## src/design/pts_pkg.sv

```systemverilog
// Shared types and constants of the message timeout and cycle scheduler.
package pts_pkg;

   // Widths of the entry and group fields follow from the table and group sizes.
   localparam int NUM_ENTRIES = 16;
   localparam int NUM_GROUPS  = 8;
   localparam int IDX_W       = $clog2(NUM_ENTRIES);
   localparam int CNT_W       = IDX_W + 1;
   localparam int GIDX_W      = $clog2(NUM_GROUPS);
   localparam int GCNT_W      = GIDX_W + 1;
   localparam int LEN_W       = 7;
   localparam int TIME_W      = 16;
   localparam int CSR_IDX_W   = 1;
   localparam int CSR_DATA_W  = 5;
   localparam int QUEUE_DEPTH = 2;
   localparam int QPTR_W      = $clog2(QUEUE_DEPTH);
   localparam int QCNT_W      = QPTR_W + 1;

   // Configuration register indexes.
   localparam logic [CSR_IDX_W-1:0] CSR_PDUS_IN_USE   = 1'b0;
   localparam logic [CSR_IDX_W-1:0] CSR_GROUPS_IN_USE = 1'b1;

   // Command codes of an input word.
   typedef enum logic [2:0] {
      CMD_TICK    = 3'd0,
      CMD_START   = 3'd1,
      CMD_STOP    = 3'd2,
      CMD_RX_IND  = 3'd3,
      CMD_TX_CONF = 3'd4,
      CMD_LOAD    = 3'd5
   } cmd_code_type;

   // Entry directions.
   typedef enum logic [1:0] {
      DIR_NONE = 2'd0,
      DIR_RX   = 2'd1,
      DIR_TX   = 2'd2
   } dir_type;

   // Event codes of a result word.
   typedef enum logic [2:0] {
      EV_RX_OK      = 3'd0,
      EV_RX_TIMEOUT = 3'd1,
      EV_SEND       = 3'd2,
      EV_REFUSED    = 3'd3,
      EV_TX_DONE    = 3'd4,
      EV_TX_ERROR   = 3'd5
   } event_type;

   // Input word.
   typedef struct packed {
      logic [2:0]        command;
      logic [IDX_W-1:0]  pdu_index;
      logic [GIDX_W-1:0] group_index;
      logic [LEN_W-1:0]  received_length;
      logic [15:0]       tx_accept_mask;
      logic              tx_ok;
      logic [1:0]        entry_direction;
      logic [7:0]        entry_groups;
      logic [TIME_W-1:0] entry_first_time;
      logic [TIME_W-1:0] entry_period;
      logic [LEN_W-1:0]  entry_length;
   } req_type;

   // Result word.
   typedef struct packed {
      logic [2:0]       event_res;
      logic [IDX_W-1:0] event_entry;
      logic             last;
   } rsp_type;

   // Classified command passed from the front end to the engine.
   typedef struct packed {
      cmd_code_type      op;
      logic [IDX_W-1:0]  pdu_index;
      logic [GIDX_W-1:0] group_index;
      logic [LEN_W-1:0]  received_length;
      logic [15:0]       tx_accept_mask;
      logic              tx_ok;
      dir_type           entry_direction;
      logic [7:0]        entry_groups;
      logic [TIME_W-1:0] entry_first_time;
      logic [TIME_W-1:0] entry_period;
      logic [LEN_W-1:0]  entry_length;
   } cmd_type;

endpackage

```

## src/design/pts_front.sv

```systemverilog
// Front end: configuration registers, command classification and filtering.
module pts_front
   import pts_pkg::*;
(
   input  logic                  clock,
   input  logic                  reset,
   input  logic                  csr_write_en,
   input  logic [CSR_IDX_W-1:0]  csr_index,
   input  logic [CSR_DATA_W-1:0] csr_wdata,
   input  logic                  req_valid,
   output logic                  req_ready,
   input  req_type               req_data,
   input  logic                  queue_full,
   output logic                  push,
   output cmd_type               push_data,
   output logic [CNT_W-1:0]      entry_count
);

   logic [CNT_W-1:0]  pdus_in_use_ff;
   logic [GCNT_W-1:0] groups_in_use_ff;
   logic [GCNT_W-1:0] group_count;
   logic              pdu_ok;
   logic              grp_ok;
   logic              keep;

   // Configuration writes.
   always_ff @(posedge clock) begin
      if (reset) begin
         pdus_in_use_ff   <= '0;
         groups_in_use_ff <= '0;
      end else if (csr_write_en) begin
         case (csr_index)
            CSR_PDUS_IN_USE:   pdus_in_use_ff   <= csr_wdata[CNT_W-1:0];
            CSR_GROUPS_IN_USE: groups_in_use_ff <= csr_wdata[GCNT_W-1:0];
            default: ;
         endcase
      end
   end

   // Counts above the table or group size act as the size.
   assign entry_count = (pdus_in_use_ff > CNT_W'(NUM_ENTRIES)) ?
                        CNT_W'(NUM_ENTRIES) : pdus_in_use_ff;
   assign group_count = (groups_in_use_ff > GCNT_W'(NUM_GROUPS)) ?
                        GCNT_W'(NUM_GROUPS) : groups_in_use_ff;

   assign pdu_ok = {1'b0, req_data.pdu_index} < entry_count;
   assign grp_ok = {1'b0, req_data.group_index} < group_count;

   // Commands that can have no effect are dropped here.
   always_comb begin
      case (req_data.command)
         CMD_TICK:                         keep = 1'b1;
         CMD_START, CMD_STOP:              keep = grp_ok;
         CMD_RX_IND, CMD_TX_CONF, CMD_LOAD: keep = pdu_ok;
         default:                          keep = 1'b0;
      endcase
   end

   assign req_ready = !queue_full;
   assign push      = req_valid && req_ready && keep;

   // Build the queued command; direction code three is stored as none.
   always_comb begin
      push_data.op               = cmd_code_type'(req_data.command);
      push_data.pdu_index        = req_data.pdu_index;
      push_data.group_index      = req_data.group_index;
      push_data.received_length  = req_data.received_length;
      push_data.tx_accept_mask   = req_data.tx_accept_mask;
      push_data.tx_ok            = req_data.tx_ok;
      push_data.entry_groups     = req_data.entry_groups;
      push_data.entry_first_time = req_data.entry_first_time;
      push_data.entry_period     = req_data.entry_period;
      push_data.entry_length     = req_data.entry_length;
      case (req_data.entry_direction)
         2'd1:    push_data.entry_direction = DIR_RX;
         2'd2:    push_data.entry_direction = DIR_TX;
         default: push_data.entry_direction = DIR_NONE;
      endcase
   end

endmodule

```

## src/design/pts_queue.sv

```systemverilog
// Short command queue between the front end and the engine.
module pts_queue
   import pts_pkg::*;
(
   input  logic    clock,
   input  logic    reset,
   input  logic    push,
   input  cmd_type push_data,
   input  logic    pop,
   output logic    full,
   output logic    head_valid,
   output cmd_type head
);

   cmd_type           mem_ff [QUEUE_DEPTH];
   logic [QPTR_W-1:0] wr_ptr_ff;
   logic [QPTR_W-1:0] rd_ptr_ff;
   logic [QCNT_W-1:0] count_ff;
   logic              do_pop;

   assign full       = count_ff == QCNT_W'(QUEUE_DEPTH);
   assign head_valid = count_ff != '0;
   assign head       = mem_ff[rd_ptr_ff];
   assign do_pop     = pop && head_valid;

   // Storage is written without reset.
   always_ff @(posedge clock) begin
      if (push) begin
         mem_ff[wr_ptr_ff] <= push_data;
      end
   end

   // Pointers and fill level.
   always_ff @(posedge clock) begin
      if (reset) begin
         wr_ptr_ff <= '0;
         rd_ptr_ff <= '0;
         count_ff  <= '0;
      end else begin
         if (push) begin
            wr_ptr_ff <= wr_ptr_ff + QPTR_W'(1);
         end
         if (do_pop) begin
            rd_ptr_ff <= rd_ptr_ff + QPTR_W'(1);
         end
         if (push && !do_pop) begin
            count_ff <= count_ff + QCNT_W'(1);
         end else if (!push && do_pop) begin
            count_ff <= count_ff - QCNT_W'(1);
         end
      end
   end

endmodule

```

## src/design/pts_engine.sv

```systemverilog
// Engine: entry table, group state, table walks and result output.
module pts_engine
   import pts_pkg::*;
#(
   parameter int TIMER_BITS = 16
) (
   input  logic             clock,
   input  logic             reset,
   input  logic [CNT_W-1:0] entry_count,
   input  logic             head_valid,
   input  cmd_type          head,
   output logic             pop,
   output logic             rsp_valid,
   input  logic             rsp_ready,
   output rsp_type          rsp_data
);

   typedef enum logic [4:0] {
      ST_IDLE       = 5'b00001,
      ST_RX_WALK    = 5'b00010,
      ST_TX_WALK    = 5'b00100,
      ST_START_WALK = 5'b01000,
      ST_FLUSH      = 5'b10000
   } state_type;

   state_type              state_ff, state_in;
   logic [IDX_W-1:0]       walk_ff, walk_in;
   cmd_type                cmd_ff, cmd_in;
   logic [NUM_GROUPS-1:0]  group_active_ff, group_active_in;

   logic [TIMER_BITS-1:0]  timer_ff [NUM_ENTRIES];
   dir_type                dir_ff   [NUM_ENTRIES];
   logic [7:0]             gmask_ff [NUM_ENTRIES];
   logic [TIMER_BITS-1:0]  first_ff [NUM_ENTRIES];
   logic [TIMER_BITS-1:0]  cycle_ff [NUM_ENTRIES];
   logic [LEN_W-1:0]       bytes_ff [NUM_ENTRIES];

   logic                   pend_valid_ff, pend_valid_in;
   event_type              pend_res_ff, pend_res_in;
   logic [IDX_W-1:0]       pend_entry_ff, pend_entry_in;
   logic                   rsp_valid_ff, rsp_valid_in;
   rsp_type                rsp_data_ff, rsp_data_in;

   logic [IDX_W-1:0]       rd_idx;
   logic [TIMER_BITS-1:0]  rd_timer;
   dir_type                rd_dir;
   logic [7:0]             rd_gmask;
   logic [TIMER_BITS-1:0]  rd_first;
   logic [TIMER_BITS-1:0]  rd_cycle;
   logic [LEN_W-1:0]       rd_bytes;
   logic                   rd_enabled;
   logic                   rd_running;
   logic                   rd_expires;
   logic                   walk_last;
   logic                   out_free;
   logic                   emit_block;
   logic                   timer_we;
   logic [TIMER_BITS-1:0]  timer_wd;
   logic                   load_we;
   logic                   emit;
   event_type              emit_res;
   logic                   flush_out;
   logic                   out_load;
   logic                   out_last;
   logic [NUM_GROUPS-1:0]  head_gbit;
   logic [NUM_GROUPS-1:0]  cmd_gbit;

   // Single table read port: the addressed entry when idle, else the walk position.
   assign rd_idx     = (state_ff == ST_IDLE) ? head.pdu_index : walk_ff;
   assign rd_timer   = timer_ff[rd_idx];
   assign rd_dir     = dir_ff[rd_idx];
   assign rd_gmask   = gmask_ff[rd_idx];
   assign rd_first   = first_ff[rd_idx];
   assign rd_cycle   = cycle_ff[rd_idx];
   assign rd_bytes   = bytes_ff[rd_idx];
   assign rd_enabled = |(group_active_ff & rd_gmask);
   assign rd_running = rd_enabled && (rd_timer != '0);
   assign rd_expires = rd_timer == TIMER_BITS'(1);

   assign walk_last  = (CNT_W'(walk_ff) + CNT_W'(1)) == entry_count;
   assign head_gbit  = NUM_GROUPS'(1) << head.group_index;
   assign cmd_gbit   = NUM_GROUPS'(1) << cmd_ff.group_index;

   // The output register can take a word this cycle.
   assign out_free   = !rsp_valid_ff || rsp_ready;
   // A new event needs the pending word moved out first.
   assign emit_block = pend_valid_ff && !out_free;

   // Sequencer.
   always_comb begin
      state_in        = state_ff;
      walk_in         = walk_ff;
      cmd_in          = cmd_ff;
      group_active_in = group_active_ff;
      pop             = 1'b0;
      timer_we        = 1'b0;
      timer_wd        = '0;
      load_we         = 1'b0;
      emit            = 1'b0;
      emit_res        = EV_RX_OK;
      flush_out       = 1'b0;
      case (state_ff)
         ST_IDLE: begin
            if (head_valid) begin
               pop    = 1'b1;
               cmd_in = head;
               case (head.op)
                  CMD_TICK: begin
                     if (entry_count != '0) begin
                        walk_in  = '0;
                        state_in = ST_RX_WALK;
                     end
                  end
                  CMD_START: begin
                     group_active_in = group_active_ff | head_gbit;
                     if (entry_count != '0) begin
                        walk_in  = '0;
                        state_in = ST_START_WALK;
                     end
                  end
                  CMD_STOP: begin
                     group_active_in = group_active_ff & ~head_gbit;
                  end
                  CMD_RX_IND: begin
                     if (rd_dir == DIR_RX && rd_enabled &&
                         rd_bytes <= head.received_length) begin
                        timer_we = 1'b1;
                        timer_wd = rd_cycle;
                        emit     = 1'b1;
                        emit_res = EV_RX_OK;
                     end
                     state_in = ST_FLUSH;
                  end
                  CMD_TX_CONF: begin
                     if (rd_dir == DIR_TX && rd_enabled) begin
                        emit     = 1'b1;
                        emit_res = head.tx_ok ? EV_TX_DONE : EV_TX_ERROR;
                     end
                     state_in = ST_FLUSH;
                  end
                  CMD_LOAD: begin
                     load_we = 1'b1;
                  end
                  default: ;
               endcase
            end
         end
         ST_RX_WALK: begin
            // Receive pass: count down and report a deadline miss at zero.
            if (!(rd_dir == DIR_RX && rd_running && rd_expires && emit_block)) begin
               if (rd_dir == DIR_RX && rd_running) begin
                  timer_we = 1'b1;
                  timer_wd = rd_timer - TIMER_BITS'(1);
                  emit     = rd_expires;
                  emit_res = EV_RX_TIMEOUT;
               end
               if (walk_last) begin
                  walk_in  = '0;
                  state_in = ST_TX_WALK;
               end else begin
                  walk_in = walk_ff + IDX_W'(1);
               end
            end
         end
         ST_TX_WALK: begin
            // Transmit pass: at zero send, then reload or retry next tick.
            if (!(rd_dir == DIR_TX && rd_running && rd_expires && emit_block)) begin
               if (rd_dir == DIR_TX && rd_running) begin
                  timer_we = 1'b1;
                  if (rd_expires) begin
                     emit = 1'b1;
                     if (cmd_ff.tx_accept_mask[walk_ff]) begin
                        timer_wd = rd_cycle;
                        emit_res = EV_SEND;
                     end else begin
                        timer_wd = TIMER_BITS'(1);
                        emit_res = EV_REFUSED;
                     end
                  end else begin
                     timer_wd = rd_timer - TIMER_BITS'(1);
                  end
               end
               if (walk_last) begin
                  state_in = ST_FLUSH;
               end else begin
                  walk_in = walk_ff + IDX_W'(1);
               end
            end
         end
         ST_START_WALK: begin
            // Load the first time, or the period, into each receive or transmit member of the group.
            if (|(rd_gmask & cmd_gbit) && (rd_dir == DIR_RX || rd_dir == DIR_TX)) begin
               timer_we = 1'b1;
               timer_wd = (rd_first != '0) ? rd_first : rd_cycle;
            end
            if (walk_last) begin
               state_in = ST_IDLE;
            end else begin
               walk_in = walk_ff + IDX_W'(1);
            end
         end
         ST_FLUSH: begin
            // Send the held word out marked as the last one.
            if (!pend_valid_ff) begin
               state_in = ST_IDLE;
            end else if (out_free) begin
               flush_out = 1'b1;
               state_in  = ST_IDLE;
            end
         end
         default: state_in = ST_IDLE;
      endcase
   end

   // One event is held back until the next one, or the end, tells whether it is last.
   always_comb begin
      pend_valid_in = pend_valid_ff;
      pend_res_in   = pend_res_ff;
      pend_entry_in = pend_entry_ff;
      out_load      = 1'b0;
      out_last      = 1'b0;
      if (emit) begin
         pend_valid_in = 1'b1;
         pend_res_in   = emit_res;
         pend_entry_in = rd_idx;
         out_load      = pend_valid_ff;
      end else if (flush_out) begin
         pend_valid_in = 1'b0;
         out_load      = 1'b1;
         out_last      = 1'b1;
      end
      rsp_valid_in = out_load || (rsp_valid_ff && !rsp_ready);
      rsp_data_in  = rsp_data_ff;
      if (out_load) begin
         rsp_data_in.event_res   = pend_res_ff;
         rsp_data_in.event_entry = pend_entry_ff;
         rsp_data_in.last        = out_last;
      end
   end

   // Control registers.
   always_ff @(posedge clock) begin
      if (reset) begin
         state_ff        <= ST_IDLE;
         walk_ff         <= '0;
         group_active_ff <= '0;
         pend_valid_ff   <= 1'b0;
         rsp_valid_ff    <= 1'b0;
      end else begin
         state_ff        <= state_in;
         walk_ff         <= walk_in;
         group_active_ff <= group_active_in;
         pend_valid_ff   <= pend_valid_in;
         rsp_valid_ff    <= rsp_valid_in;
      end
   end

   // Payload registers.
   always_ff @(posedge clock) begin
      cmd_ff        <= cmd_in;
      pend_res_ff   <= pend_res_in;
      pend_entry_ff <= pend_entry_in;
      rsp_data_ff   <= rsp_data_in;
   end

   // Entry table; all entries start cleared.
   always_ff @(posedge clock) begin
      if (reset) begin
         for (int i = 0; i < NUM_ENTRIES; i++) begin
            timer_ff[i] <= '0;
            dir_ff[i]   <= DIR_NONE;
            gmask_ff[i] <= '0;
            first_ff[i] <= '0;
            cycle_ff[i] <= '0;
            bytes_ff[i] <= '0;
         end
      end else if (load_we) begin
         timer_ff[rd_idx] <= '0;
         dir_ff[rd_idx]   <= head.entry_direction;
         gmask_ff[rd_idx] <= head.entry_groups;
         first_ff[rd_idx] <= TIMER_BITS'(head.entry_first_time);
         cycle_ff[rd_idx] <= TIMER_BITS'(head.entry_period);
         bytes_ff[rd_idx] <= head.entry_length;
      end else if (timer_we) begin
         timer_ff[rd_idx] <= timer_wd;
      end
   end

   assign rsp_valid = rsp_valid_ff;
   assign rsp_data  = rsp_data_ff;

endmodule

```

## src/design/pdu_timeout_and_cycle_scheduler_unit.sv

```systemverilog
// Top level of the message receive-deadline and cyclic-transmit scheduler.
//
// The block keeps a table of 16 message entries and 8 groups. A front end takes
// one word per cycle, unless the queue is full, into a two-deep command queue,
// dropping words that address an entry or group beyond the configured counts;
// an engine then carries each command out against the table, which has one read
// port and is walked one entry per cycle while no result is held up. A tick is
// a receive pass and a transmit pass over the table, then the final word; a
// group start is one pass. Results leave through an output register, so the
// engine keeps walking while a result waits to be taken, until a new event
// finds the held word blocked; the final result of each input word carries last.
// Timers are TIMER_BITS wide; loaded times are truncated to that width. The
// user must write configuration only while idle; the block does not enforce it.
module pdu_timeout_and_cycle_scheduler_unit
   import pts_pkg::*;
#(
   parameter int TIMER_BITS = 16
) (
   input  logic                  clock,
   input  logic                  reset,
   input  logic                  csr_write_en,
   input  logic [CSR_IDX_W-1:0]  csr_index,
   input  logic [CSR_DATA_W-1:0] csr_wdata,
   input  logic                  req_valid,
   output logic                  req_ready,
   input  req_type               req_data,
   output logic                  rsp_valid,
   input  logic                  rsp_ready,
   output rsp_type               rsp_data
);

   logic             queue_full;
   logic             push;
   cmd_type          push_data;
   logic             pop;
   logic             head_valid;
   cmd_type          head;
   logic [CNT_W-1:0] entry_count;

   // Configuration and command classification.
   pts_front u_front (
      .clock       (clock),
      .reset       (reset),
      .csr_write_en(csr_write_en),
      .csr_index   (csr_index),
      .csr_wdata   (csr_wdata),
      .req_valid   (req_valid),
      .req_ready   (req_ready),
      .req_data    (req_data),
      .queue_full  (queue_full),
      .push        (push),
      .push_data   (push_data),
      .entry_count (entry_count)
   );

   // Decoupling queue.
   pts_queue u_queue (
      .clock     (clock),
      .reset     (reset),
      .push      (push),
      .push_data (push_data),
      .pop       (pop),
      .full      (queue_full),
      .head_valid(head_valid),
      .head      (head)
   );

   // Table engine and result output.
   pts_engine #(
      .TIMER_BITS(TIMER_BITS)
   ) u_engine (
      .clock      (clock),
      .reset      (reset),
      .entry_count(entry_count),
      .head_valid (head_valid),
      .head       (head),
      .pop        (pop),
      .rsp_valid  (rsp_valid),
      .rsp_ready  (rsp_ready),
      .rsp_data   (rsp_data)
   );

endmodule

```

## config.mk

```make
export PLATFORM = sky130hd
export DESIGN_NAME = pdu_timeout_and_cycle_scheduler_unit
export DESIGN_NICKNAME = d
export VERILOG_FILES = /design/src/design/pts_pkg.sv /design/src/design/pts_front.sv /design/src/design/pts_queue.sv /design/src/design/pts_engine.sv /design/src/design/pdu_timeout_and_cycle_scheduler_unit.sv
export SDC_FILE = /design/constraint.sdc
export NUM_CORES = 2
export LEC_CHECK = 0
export CORE_MARGIN = 2
export CORE_UTILIZATION = 70
export CTS_BUF_LIST = sky130_fd_sc_hd__clkbuf_4
export DETAILED_ROUTE_END_ITERATION = 8
export DONT_BUFFER_PORTS = 1
export PLACE_DENSITY = 0.84
export SLEW_MARGIN = 20
export SYNTH_ARGS = -nofsm -noshare
export SYNTH_HDL_FRONTEND = slang
export SYNTH_SLANG_ARGS = --single-unit
```

## constraint.sdc

```tcl
create_clock -name clock -period 16.45 [get_ports clock]
set_input_delay 0.8225 -clock clock [delete_from_list [all_inputs] [get_ports clock]]
set_output_delay 0.8225 -clock clock [all_outputs]
set_load 0.02 [all_outputs]
```

; Yosys cells after proc, flatten, opt, wreduce, memory -nomap -nowiden
; Memory sizes are Yosys's and may differ from the RTL's. A register that Yosys moved wholly into a read port is not among the register bits.
; Index checks and enable logic that the tools add are counted.
[word_totals]
elab_cells = 250
latchBits = 0
memories = 7
rom_bits = 0
out_inout_bits = 10
register_bits = 66
ram_bits = 1206
[memory_table]
columns = name, depth, word_bits, rd, rd_ports_with_merged_regs, wr, line
row1 = u_engine.cycle_ff, 16, 16, 1, 0, 16, pts_engine.sv:35  ; logic [TIMER_BITS-1:0] cycle_ff [NUM_ENTRIES];
row2 = u_engine.first_ff, 16, 16, 1, 0, 16, pts_engine.sv:34  ; logic [TIMER_BITS-1:0] first_ff [NUM_ENTRIES];
row3 = u_engine.timer_ff, 16, 16, 1, 0, 16, pts_engine.sv:31  ; logic [TIMER_BITS-1:0] timer_ff [NUM_ENTRIES];
row4 = u_queue.mem_ff, 2, 83, 1, 1, 1, pts_queue.sv:15  ; cmd_type mem_ff [QUEUE_DEPTH];
row5 = u_engine.gmask_ff, 16, 8, 1, 0, 16, pts_engine.sv:33  ; logic [7:0] gmask_ff [NUM_ENTRIES];
row6 = u_engine.bytes_ff, 16, 7, 1, 0, 16, pts_engine.sv:36  ; logic [LEN_W-1:0] bytes_ff [NUM_ENTRIES];
row7 = +1 memories, -, -, -, -, -, -
[op_classes]
multipliers = 0
n_reduce_logical = 55
div = 0
magnitude_cmp = 6
eq_ne = 34
n_bitwise = 7
muxes = 115
addsub = 7
shifts = 2
[op_table]
columns = operator, n
row1 = 2-to-1 mux 16 bit, 15
row2 = one-hot mux 16 bit (4 select lines), 1
row3 = 2-to-1 mux 4 bit, 15
row4 = 2-to-1 mux 5 bit, 11
row5 = 2-to-1 mux 1 bit, 50
row6 = OR reduction 16 bit, 3
row7 = nonzero test 16 bit, 2
row8 = one-hot mux 5 bit (5 select lines), 1
row9 = AND 8 bit, 3
row10 = OR reduction 8 bit, 3
row11 = 2-to-1 mux 3 bit, 7
row12 = logical AND 1 bit, 18
row13 = == test 16 x 1 -> 1 bit (second input constant), 1
row14 = one-hot mux 4 bit (4 select lines), 1
row15 = one-hot mux 8 bit (2 select lines), 1
row16 = left shift 1 x 3 -> 8 bit (first input constant), 2
row17 = subtractor 16 x 1 -> 16 bit (second input constant), 1
row18 = one-hot mux 5 bit (3 select lines), 1
row19 = == test 3 x 2 -> 1 bit (second input constant), 4
row20 = == test 3 bit (second input constant), 4
row21 = != test 2 bit (second input constant), 5
row22 = AND reduction 10 bit, 1
row23 = != test 3 bit (second input constant), 3
row24 = one-hot mux 3 bit (3 select lines), 1
row25 = other kinds (46), 72

; Logic depth before layout (Yosys ltp)
; An unclocked memory read counts as a cell.
[logic_depth]
word_depth = 18
depth_mapped = 35
mapped_depth_nobuf = 21

; Cells and area by module
; From an unflattened synthesis, not the netlist that was laid out.
[hier_totals]
cells_unflattened = 4889
area_unflattened_um2 = 61017.3
[by_module_without_submodules]
columns = mod, cells_per_inst, seq_area_each_um2, instances, area_per_inst_um2
row1 = pts_engine, 4460, 32631.3, 1, 53631.4
row2 = pts_queue, 280, 5084.9, 1, 6222.2
row3 = pts_front, 149, 180.2, 1, 1163.6

; Worst setup path before layout
; Ideal clock, no wire load.
[synth_path]
path_kind = reg-to-reg
from = register u_engine.state_ff[2]
to = memory u_engine.timer_ff[10][0], enable pin
arrival_ns = 7.602
setup_ns = 0.388
required_time_ns = 16.062
path_stages_with_launch = 35
setup_slack_ns = 8.460
path_cell_list = dfxtp_1 > buf_2 > nor3b_4 > buf_4 > a21o_1 > buf_4 > nand2_4 > buf_6 > buf_6 > clkinv_2 > buf_2 > buf_2 > buf_4 > buf_4 > buf_2 > buf_2 > buf_4 > mux4_2 > mux2i_1 > a21oi_1 > ha_1 > nor2b_1 > o21a_1 > o21a_1 > o21a_1 > o21a_1 > o21a_1 > o22a_1 > nor4_1 > a21oi_1 > o32a_1 > buf_2 > nor3b_2 > buf_2 > nor2_1
[synth_lines]
columns = item, line
row1 = from (decl), pts_engine.sv:26  ; state_type state_ff, state_in;
row2 = from (signal assigned), pts_engine.sv:250  ; state_ff <= state_in;
row3 = to (decl), pts_engine.sv:31

==> metrics.yaml <==
logic_synthesis:
  synth_top_cell_area_share_pct: 66.44
  synth_top_family_by_area: "simple AND/OR/NAND/NOR gates"
  synth-edff-count: 1240
  synthesis.nets: 4376
  synth_area_leaders: "edfxtp_1 66%, nor2_1 7.0%, mux4_2 5.5%, a21oi_1 2.3%, mux2i_1 2.2%"
  synth_compound_area_share_pct: 7.729
  synth_ff_type: "edfxtp_1"
  seq_area_frac_synth_pct: 67.62
  syn_area_per_cell_um2: 13.15
  synthArstFlopShare_pct: 0
  yosys_register_bits: 1273
  yosys.area_share.simple_pct: 12.28
  synth_fa_ha_area_share_pct: 0.4242
  yosys-mux-area-fraction_pct: 8.550
  netlist_area_um2: 56050
  synth_xor_area_share_pct: 0.3907
  synth_cells: 4263
  yosys_warnings: 0
  yosys.area.top_type: "edfxtp_1"
  synthDistinctLibCells: 95
critical_path:
  crit_path_max_incr_delay_ns: 0.84
  cp-end-kind: "flip-flop"
  worst-path-buf-inv: 6
  startpoint_type: "flip-flop"
  crit_arrival_ns: 9.40
  cp_max_fo: 46
  cp_cell_sequence: "nor2_2, buf_4, a21o_1, nand2_4, inv_6, buf_4, mux4_2, and2_1, a211oi_1, a21oi_1, ha_1, o21a_1, o21a_1, o21a_1, o21a_1, o22a_1, nor4_1, buf_4, a21oi_1, o32a_1, buf_4, nor3b_2, buf_4, nor2_2"
  cp.required_ns: 17.19
  worstSetupPathType: "flip-flop to flip-flop"
  slowest_stage: "a21o_1"
  crit_top_cell: "buf_4"
  critPathTopFamily: "compound AO/OA/AOI/OAI gates"
sta:
  fin_worst_skew_ns: 0.1295
  worst_hold_slack_ns: 0.05642
  worstMarginPinSlew_ns: 1.139
  relSlewSlack_pct: 23.90
  finalCriticalPeriod_ns: 8.659
  hold_viol: 0
  fin_crit_sh_pct: 52.64
  maxClockFrequency_mhz: 115.5
  finalSetupViolations: 0
  maxSlewViolCount: 0
  grt_setup_unrepaired: "no"
  tns_ns: 0
clock_network:
  clk_path_buf_depth: 4
  cts_resized: 0
  cts_tree: "yes"
  h-tree-depth: 5
  numCtsBuffers: 323
  clk_latency_ns: 1.23
  clock_sinks: 1273
  post_cts_buffers: 0
  cts-root-buf: "clkbuf_4"
  clk_pin_slew_ns: 0.09
layout:
  final_common_cell: "edfxtp_1"
  syn_to_final_growth_pct: 10.59
  finalInstanceArea_um2: 61980
  final_cell_mix: "1240 x edfxtp_1, 1029 x nor2_1, 465 x clkbuf_4, 258 x a21oi_1, 174 x o21ai_0"
  layout-drive-gt1-share_pct: 19.18
  nNetsFinal: 4573
run_status:
  outcome: "complete, but fails checks"
  failed_checks: "DRC"
route:
  drcViolationCount: 7
  vias: 40940
  wl_per_cell_um: 29.85
  routed_wl_um: 170900
  drt-initial-drc-count: 7909
  antenna_left: 0
  first_pass_iters: 9
  avgViaCountPerCell: 7.151
global_routing:
  antenna_found_initial: 6
  grt_usage_pct: 41.66
  grt_max_degree: 100
  grt_pass1_wl_um: 248200
  grt-ovfl-total: 0
  grt_pass1_vias: 40370
run:
  maxCapViolations: 0
pwr:
  power_density_nw_per_um2: 155.3
  vdd_ir_drop_max_v: 0.0001119
  p_leak_uw: 0.02149
floorplanning:
  die_w_um: 287.0
  num_io_pins: 104
  start_util_pct: 70.83
  die_h_um: 287.0
  dieArea_um2: 82350
  core_um2: 79130
  rows: 103
placement:
  dp_hpwl_um: 91560
  numPortBuffers: 0
  gp_congestion: 0.9477
  post_dp_cell_area_um2: 57060
min_path:
  holdCritPathClass: "primary input to flip-flop"
## cells in the mapped netlist, types with 42 or more instances
master    count
edfxtp_1   1240
nor2_1     1040
a21oi_1     261
clkbuf_1    251
o21ai_0     175
mux4_2      138
nand2_1     129
mux2i_1     121
nor2b_1      99
buf_2        63
nand3_1      63
nand2b_1     43
mux2_2       42
## worst reg2reg max path, cell delays in order (launching register included)
cell and delay (ns):
dfxtp_1 0.44, nor2_2 0.13, buf_4 0.33, a21o_1 0.84, nand2_4 0.48, inv_6 0.61
buf_4 0.77, mux4_2 0.63, and2_1 0.18, a211oi_1 0.30, a21oi_1 0.10, ha_1 0.37
o21a_1 0.12, o21a_1 0.17, o21a_1 0.16, o21a_1 0.18, o22a_1 0.33, nor4_1 0.23
buf_4 0.19, a21oi_1 0.07, o32a_1 0.21, buf_4 0.21, nor3b_2 0.23, buf_4 0.26
nor2_2 0.68
## flip-flops by register name, summed over array words and instances (netlist names), named ones only
register and cells:
u_engine.rsp_data 8, u_engine.gmask_ff 128, u_engine.pend_valid_ff 1, u_front.groups_in_use_ff 4
u_engine.rsp_valid 1, u_engine.state_ff 5, u_front.pdus_in_use_ff 5, u_engine.pend_entry_ff 4
u_engine.timer_ff 256, u_engine.first_ff 256, u_engine.pend_res_ff 3, u_engine.cycle_ff 256
u_queue.count_ff 2, u_queue.rd_ptr_ff 1, u_queue.wr_ptr_ff 1, u_engine.cmd_ff 19
u_queue.mem_ff 166, u_engine.bytes_ff 112, u_engine.dir_ff 32, u_engine.walk_ff 4
## worst paths after layout
path                           startpoint                        to  slack [ns]  cells past startpoint
setup / recovery     u_engine.state_ff[3]  u_engine.timer_ff[4][14]        7.79                     24
hold / removal                  req_valid         u_queue.wr_ptr_ff        0.06                      4
setup reg to reg     u_engine.state_ff[3]  u_engine.timer_ff[4][14]        7.79                     24
hold reg to reg   u_engine.pend_res_ff[0]      u_engine.rsp_data[5]        0.39                      0
## power by group
| group | switching (µW) | internal [µW] | total (µW) |
|---|---|---|---|
| registers | 81.5 | 3760 | 3840 |
| logic | 2120 | 1030 | 3160 |
| clock network | 1290 | 1340 | 2630 |
| total | 3500 | 6130 | 9630 |
## area by class of cell
type	instances	area, µm²
Timing Repair Buffer	230	2002
Antenna cell	8	20.02
Clock buffer	465	3491
Sequential cell	1273	37900
Multi-Input combinational cell	2601	16780
Tap cell	1050	1314
Fill cell	4307	17150
Inverter	31	126.4
Clock inverter	67	354.1
## logic make-up (layout without fill, tap and decap cells)
group | after synthesis | after routing
buffers and inverters | 389 | 793
AND/OR/NAND/NOR | 1564 | 1564
adder cells (fa/ha/maj) | 19 | 19
multiplexers | 301 | 301
other | 0 | 8
XOR/XNOR | 25 | 25
AO/OA/AOI/OAI | 692 | 692
flip-flops | 1273 | 1273
## metrics by stage
step | utilization [%] | std cells | worst slack, ns | power (µW)
finish | 78.33 | 5725 | 7.791 | 9628
global route | 78.31 | 5719 | 7.483 | 9845
CTS | 78.27 | 5717 | 7.741 | 9406
detailed placement | 72.12 | 5084 | 7.827 | 6838
global placement | 72.06 | 5084 | 8.138 | 6753
floorplan | - | 4263 | 8.460 | 5877
## timing repair
item,in CTS,in global routing
endpoints found under the hold margin,202,0
endpoints found under the setup margin,0,0
hold buffers,101,0
## per-layer routing
layer	GRT usage, %	part of all wire [%]
met1	52.63	31
met2	62.32	45
met3	13.24	17
met4	28.28	7.8
met5	0	0.012
(Power assumes the default switching activity.)
